--- src/hw/rtl/rsenc_pkg.sv ---
// Shared types, constants and GF(2^10) helpers for the Reed-Solomon encoder.
`timescale 1ns / 1ps

package rsenc_pkg;

  localparam int SYM_W   = 10;
  localparam int NCHECK  = 8;
  localparam int NECC    = 10;
  localparam int ECC_W   = SYM_W * NCHECK;
  localparam int IDX_W   = 4;
  localparam int FLUSH_W = 3;

  localparam logic [SYM_W-1:0] GF_POLY  = 10'h009;  // x^10 + x^3 + 1, top bit implied
  localparam logic [IDX_W-1:0] LAST_IDX = 4'd9;

  // generator exponents, feeding stages 7 down to 0
  localparam logic [SYM_W-1:0] GEN_EXP [NCHECK] = '{
    10'h21c, 10'h181, 10'h18e, 10'h25f, 10'h197, 10'h193, 10'h237, 10'h024
  };

  typedef enum logic [1:0] {
    ST_RUN,
    ST_FLUSH,
    ST_LOAD
  } state_t;

  typedef struct packed {
    logic             shift_in;
    logic             shift_zero;
    logic             load_out;
    logic [IDX_W-1:0] byte_sel;
  } dp_cmd_t;

  function automatic logic [SYM_W-1:0] gf_times_x(input logic [SYM_W-1:0] v);
    logic [SYM_W-1:0] r;
    r = {v[SYM_W-2:0], 1'b0};
    if (v[SYM_W-1]) begin
      r = r ^ GF_POLY;
    end
    return r;
  endfunction

  function automatic logic [SYM_W-1:0] gf_mul(input logic [SYM_W-1:0] a,
                                               input logic [SYM_W-1:0] b);
    logic [SYM_W-1:0] acc;
    acc = '0;
    for (int i = SYM_W - 1; i >= 0; i--) begin
      acc = gf_times_x(acc);
      if (b[i]) begin
        acc = acc ^ a;
      end
    end
    return acc;
  endfunction

  // alpha^e by square and multiply, elaboration only
  function automatic logic [SYM_W-1:0] gf_pow_alpha(input logic [SYM_W-1:0] e);
    logic [SYM_W-1:0] res;
    logic [SYM_W-1:0] base;
    res  = 10'd1;
    base = 10'd2;
    for (int i = 0; i < SYM_W; i++) begin
      if (e[i]) begin
        res = gf_mul(res, base);
      end
      base = gf_mul(base, base);
    end
    return res;
  endfunction

  localparam logic [SYM_W-1:0] GEN_COEF [NCHECK] = '{
    gf_pow_alpha(GEN_EXP[0]), gf_pow_alpha(GEN_EXP[1]),
    gf_pow_alpha(GEN_EXP[2]), gf_pow_alpha(GEN_EXP[3]),
    gf_pow_alpha(GEN_EXP[4]), gf_pow_alpha(GEN_EXP[5]),
    gf_pow_alpha(GEN_EXP[6]), gf_pow_alpha(GEN_EXP[7])
  };

endpackage

--- src/hw/rtl/rsenc_datapath.sv ---
// LFSR check-symbol datapath and packed ECC output register.
`timescale 1ns / 1ps

module rsenc_datapath
  import rsenc_pkg::*;
(
  input  logic          clk,
  input  logic          rst,
  input  dp_cmd_t       cmd,
  input  logic [7:0]    data_byte,
  output logic [7:0]    ecc_byte
);

  logic [SYM_W-1:0] lfsr      [NCHECK];
  logic [SYM_W-1:0] lfsr_next [NCHECK];
  logic [ECC_W-1:0] ecc_reg;
  logic [SYM_W-1:0] din;
  logic [SYM_W-1:0] top;

  assign top = lfsr[NCHECK-1];
  assign din = cmd.shift_in ? {2'b00, data_byte} : '0;

  always_comb begin
    for (int s = 1; s < NCHECK; s++) begin
      lfsr_next[s] = lfsr[s-1] ^ gf_mul(top, GEN_COEF[NCHECK-1-s]);
    end
    lfsr_next[0] = din ^ gf_mul(top, GEN_COEF[NCHECK-1]);
  end

  always_ff @(posedge clk) begin
    if (rst) begin
      for (int s = 0; s < NCHECK; s++) begin
        lfsr[s] <= '0;
      end
    end else if (cmd.load_out) begin
      for (int s = 0; s < NCHECK; s++) begin
        lfsr[s] <= '0;
      end
    end else if (cmd.shift_in || cmd.shift_zero) begin
      lfsr <= lfsr_next;
    end
  end

  // c0 in the low bits, c7 in the high bits
  always_ff @(posedge clk) begin
    if (cmd.load_out) begin
      for (int s = 0; s < NCHECK; s++) begin
        ecc_reg[s*SYM_W +: SYM_W] <= lfsr[s];
      end
    end
  end

  assign ecc_byte = ecc_reg[{cmd.byte_sel, 3'b000} +: 8];

endmodule

--- src/hw/rtl/rsenc_ctrl.sv ---
// Controller: page sequencing, flush count and ECC output counter.
`timescale 1ns / 1ps

module rsenc_ctrl
  import rsenc_pkg::*;
(
  input  logic             clk,
  input  logic             rst,
  input  logic             in_valid,
  input  logic             in_last,
  output logic             in_ready,
  output logic             out_valid,
  input  logic             out_ready,
  output logic             out_last,
  output logic [IDX_W-1:0] out_idx,
  output dp_cmd_t          cmd
);

  state_t               state;
  state_t               state_next;
  logic [FLUSH_W-1:0]   flush_cnt;
  logic                 out_busy;

  always_comb begin
    state_next = state;
    case (state)
      ST_RUN: begin
        if (in_valid && in_last) begin
          state_next = ST_FLUSH;
        end
      end
      ST_FLUSH: begin
        if (flush_cnt == FLUSH_W'(NCHECK - 1)) begin
          state_next = ST_LOAD;
        end
      end
      ST_LOAD: begin
        if (!out_busy) begin
          state_next = ST_RUN;
        end
      end
      default: state_next = ST_RUN;
    endcase
  end

  always_comb begin
    in_ready       = 1'b0;
    cmd.shift_in   = 1'b0;
    cmd.shift_zero = 1'b0;
    cmd.load_out   = 1'b0;
    cmd.byte_sel   = out_idx;
    case (state)
      ST_RUN: begin
        in_ready     = 1'b1;
        cmd.shift_in = in_valid;
      end
      ST_FLUSH: begin
        cmd.shift_zero = 1'b1;
      end
      ST_LOAD: begin
        cmd.load_out = !out_busy;
      end
      default: ;
    endcase
  end

  always_ff @(posedge clk) begin
    if (rst) begin
      state     <= ST_RUN;
      flush_cnt <= '0;
    end else begin
      state     <= state_next;
      flush_cnt <= (state == ST_FLUSH) ? flush_cnt + 1'b1 : '0;
    end
  end

  // output side drains the latched ECC word while the next page streams in
  always_ff @(posedge clk) begin
    if (rst) begin
      out_busy <= 1'b0;
      out_idx  <= '0;
    end else if (cmd.load_out) begin
      out_busy <= 1'b1;
      out_idx  <= '0;
    end else if (out_busy && out_ready) begin
      if (out_idx == LAST_IDX) begin
        out_busy <= 1'b0;
        out_idx  <= '0;
      end else begin
        out_idx <= out_idx + 1'b1;
      end
    end
  end

  assign out_valid = out_busy;
  assign out_last  = (out_idx == LAST_IDX);

  a_load_when_free: assert property (@(posedge clk) disable iff (rst)
    cmd.load_out |-> !out_busy)
    else $error("ECC word latched while previous word still draining");

  a_idx_range: assert property (@(posedge clk) disable iff (rst)
    out_idx <= LAST_IDX)
    else $error("ECC byte index out of range");

  a_last_starts_flush: assert property (@(posedge clk) disable iff (rst)
    (in_valid && in_ready && in_last) |=> (state == ST_FLUSH && flush_cnt == '0))
    else $error("final byte did not start flush");

  a_flush_len: assert property (@(posedge clk) disable iff (rst)
    (state == ST_FLUSH && flush_cnt == FLUSH_W'(NCHECK - 1)) |=> state == ST_LOAD)
    else $error("flush did not end after eight shifts");

endmodule

--- src/hw/rtl/rs_encoder_gf1024_8check.sv ---
// Top level: systematic RS encoder over GF(2^10), 8 check symbols, byte stream in and out.
// Input: one byte per cycle while running; a page of N bytes occupies the input for its N byte transfers,
// 8 LFSR flush shifts and the latch of the check word, which waits until the previous ECC word has drained.
// Output: once the check word is latched, 10 ECC bytes, one per cycle under tready; draining overlaps
// the next page, which stalls only at its own latch step.
// Reset (rst, synchronous, active high) clears the LFSR, the sequencer and the output counter.
`timescale 1ns / 1ps

module rs_encoder_gf1024_8check
  import rsenc_pkg::*;
(
  input  logic        clk,
  input  logic        rst,
  input  logic        s_tvalid,
  output logic        s_tready,
  input  logic [7:0]  s_tdata,   // [7:0] data_byte
  input  logic        s_tlast,   // last_byte
  output logic        m_tvalid,
  input  logic        m_tready,
  output logic [15:0] m_tdata,   // [7:0] ecc_byte, [11:8] ecc_index, [15:12] zero
  output logic        m_tlast    // last_ecc
);

  dp_cmd_t          cmd;
  logic [7:0]       ecc_byte;
  logic [IDX_W-1:0] ecc_index;

  rsenc_ctrl u_ctrl (
    .clk       (clk),
    .rst       (rst),
    .in_valid  (s_tvalid),
    .in_last   (s_tlast),
    .in_ready  (s_tready),
    .out_valid (m_tvalid),
    .out_ready (m_tready),
    .out_last  (m_tlast),
    .out_idx   (ecc_index),
    .cmd       (cmd)
  );

  rsenc_datapath u_dp (
    .clk       (clk),
    .rst       (rst),
    .cmd       (cmd),
    .data_byte (s_tdata),
    .ecc_byte  (ecc_byte)
  );

  assign m_tdata = {4'b0000, ecc_index, ecc_byte};

endmodule
--- config.mk ---
export PLATFORM = sky130hd
export DESIGN_NAME = rs_encoder_gf1024_8check
export DESIGN_NICKNAME = d
export VERILOG_FILES = /design/src/hw/rtl/rsenc_pkg.sv /design/src/hw/rtl/rsenc_datapath.sv /design/src/hw/rtl/rsenc_ctrl.sv /design/src/hw/rtl/rs_encoder_gf1024_8check.sv
export SDC_FILE = /design/constraint.sdc
export NUM_CORES = 1
export LEC_CHECK = 0
export BUFFER_PORTS_ARGS = -buffer_cell sky130_fd_sc_hd__buf_4
export CORE_MARGIN = 4
export CORE_UTILIZATION = 55
export CTS_CLUSTER_SIZE = 12
export DETAILED_ROUTE_END_ITERATION = 6
export PLACE_DENSITY = 0.77
export SLEW_MARGIN = 20
export SYNTH_ARGS = -nofsm -noshare
export SYNTH_HDL_FRONTEND = slang
export SYNTH_SLANG_ARGS = --single-unit
--- constraint.sdc ---
create_clock -name clk -period 13.9 [get_ports clk]
set_clock_uncertainty 0.1 [all_clocks]
set_input_delay 0.695 -clock clk [delete_from_list [all_inputs] [get_ports clk]]
set_output_delay 0.695 -clock clk [all_outputs]
set_load 0.02 [all_outputs]
==> impl_metrics.toml <==
[logic_synthesis]
synthArstFlopShare_pct = 0
synth_top_area_share_pct = 28.8
synth_area_leaders = "edfxtp_1 (29%), dfxtp_1 (22%), xnor2_1 (14%)"
synth_edf_count = 80
yosysWarningCount = 0
ys_ff_latch = 170
dominantRegCellSynth = "dfxtp_1"
yosys.area.top_type = "edfxtp_1"
syn_area_sq_um = 8350
syn-instance-count = 753
synth_cell_type_count = 45
ys_seq_area_share_pct = 50.4
avgSynthCellArea_sq_um = 11.1

[routing]
drt_first_pass_iters = 5
drc_errors = 0
ant_nets = 0
drtIter0Drc = 668
wire_per_inst_um = 21.0
via_count = 5507
viasPerCell = 5.80
finalWirelength_um = 19900

[final_layout]
area_delta_synth_final_pct = 9.31
largest_reg_flops = 80
finish.instance_area_sq_um = 9130
fillers = 1122
fin_util_pct = 62.1
num_antenna_cells = 0
final_cell_mix = "xnor2_1 (133), nand2_1 (100), dfxtp_1 (90)"
drive_gt1_share_pct = 12.3
final_common_cell = "xnor2_1"
final_nets = 768
stdcell_count = 950

[die]
std_cell_rows = 44
core_area_sq_um = 14700
die_w_um = 131
dieArea_sq_um = 17200
ios = 32
initial_core_util_pct = 56.8
fp.dieH_um = 131

[worst_setup_path]
required_ps = 14050
cp_cell_sequence = "nor2b_1, nor2b_4, buf_4, or2_2, buf_4, a211oi_1"
worst_ep_arrival_time_ps = 3520
r2r_cells = 6
cp_max_fo = 83
timing.critical_path.mode_cell = "buf_4"
slowest_delay_ps = 780
crit_type = "reg2reg"
r2r_start = "u_ctrl.state[1]"
crit_slowest_cell = "buf_4"
reg2reg_to = "u_dp.lfsr[31]"
reg2reg_slack_ps = 10520
end_kind = "flop"
setup.worst_path.start_class = "flop"

[cts]
post_cts_resize_count = 0
post_cts_buffers = 0
cts_hold_buf = 0
cts_sinks = 170
clock_latency_ps = 430
clk_pin_slew_ps = 60
numCtsBuffers = 17
cts_tree = "yes"
clock_path_buffers = 2
root_buffer = "clkbuf_16"
htreeDepth = 4

[placement]
port_buffers = 27
place_inst = 918
gp_congestion = 0.873
dpl.hpwl_um = 13600
post-place-ws_ps = 10500
dpl_cell_area_sq_um = 8540

[global_routing]
grt_pass1_vias = 5376
grt_pass1_wl_um = 31100
grtUsageTotal_pct = 23.5
grt_remaining_overflow = 0
grt_max_degree = 103
antenna_found_initial = 0

[min_path]
hold_depth = 1
min-delay-start = "u_ctrl.flush_cnt[0]"
min_to = "u_ctrl.flush_cnt[0]"
hp-class = "reg2reg"

[sta]
max_freq_mhz = 296
final-setup-viol-count = 0
tightestPinTransition_ps = 1080
slew_violations = 0
hold_viol = 0
setup_ws_ps = 10520
rsz0062_at_grt = "false"
setup_tns_ps = 0
fin_crit_sh_pct = 24.3
period_minus_slack_ps = 3380
max_slew_margin_pct = 27.8

[power]
power.density_nw_per_um2 = 277
ir_drop_mv = 0.157
power.leakage_nw = 3.28

[flow_run]
maxCapViolations = 0

[status]
status = "finished, final reports clean"
-- how the worst max path moves through the flow --
stage                     slack [ps]  cells after the start             to       startpoint
final                          10520                      6  u_dp.lfsr[31]  u_ctrl.state[1]
after global routing           10230                      6  u_dp.lfsr[13]  u_ctrl.state[1]
after CTS                      10460                      6  u_dp.lfsr[31]  u_ctrl.state[1]
after detailed placement       10500                      6  u_dp.lfsr[31]  u_ctrl.state[1]
after global placement         10610                      6  u_dp.lfsr[62]  u_ctrl.state[1]
after floorplan                 8300                      8  u_dp.lfsr[10]  u_ctrl.state[0]
-- cell type report --
cell class / count / area [sq um] / area share [%]
timing repair buffer: 33 / 248 / 2.71
inverter: 1 / 3.75 / 0.0411
clock buffer: 26 / 532 / 5.83
multi-input combinational: 530 / 3850 / 42.2
sequential: 170 / 4200 / 46.1
clock inverter: 6 / 56.3 / 0.617
tap: 184 / 230 / 2.52
-- per-layer routing --
layer  vias to the layer above  track usage, %  routed length, um
li1                       2571               -                  -
met1                      2646            34.2               8620
met2                       255            35.0               8930
met3                        35            5.20               1890
met4                         0            8.40                478
met5                         -               0                  0
-- through the flow --
step	hold slack, ps	power [mW]
3_5_place_dp	322	2.04
3_3_place_gp	307	2.01
6_report	323	2.53
5_1_grt	346	2.67
4_1_cts	331	2.52
2_1_floorplan	296	1.78
-- worst max-delay path, delay by kind of cell, from the launching register on --
kind | cells | cell delay [ps]
compound gates | 1 | 110
buf+inv | 2 | 1320
flops | 1 | 480
simple gates | 3 | 1160
-- kinds of logic (layout without fill, tap and decap cells) --
family,count (synthesis),count (layout),share of synthesized area [%]
and+or+nand+nor,199,199,10.1
xor gates and xnor gates,180,180,22.4
DFF,170,170,50.4
AOI/OAI and AO/OA,111,111,7.61
buffers and inverters,56,66,3.85
muxes,34,34,5.41
adders and majority gates,2,2,0.300
other,1,4,0.0449
-- Yosys cell counts, types with 2 or more instances --
cell type and number:
mux4_2 8, xnor2_2 3, nor2_1 57, buf_4 9, a21oi_1 55, ha_1 2
xnor2_4 2, and2_1 2, o21a_1 2, nor2b_1 4, a211oi_1 23, nor3_1 7
edfxtp_1 80, clkbuf_1 26, nand2_1 100, nor3b_1 4, nand3_1 8, o21ai_0 20
or3_1 4, xnor3_2 2, mux2_2 9, buf_2 4, buf_1 6, mux2i_1 17
xor2_1 26, xnor2_1 133, xnor3_1 10, xor3_1 3, and3_1 3, dfxtp_1 90
or2_2 6, o22ai_1 8, buf_6 8
-- where the power goes --
group,leakage [nW],switching (mW),total (mW),internal [mW]
sequential,1.48,0.148,0.794,0.645
clock,0.295,0.183,0.464,0.281
combinational,1.51,0.624,1.27,0.645
total,3.28,0.955,2.53,1.57
Note: power is estimated with default switching activity, not from simulation.
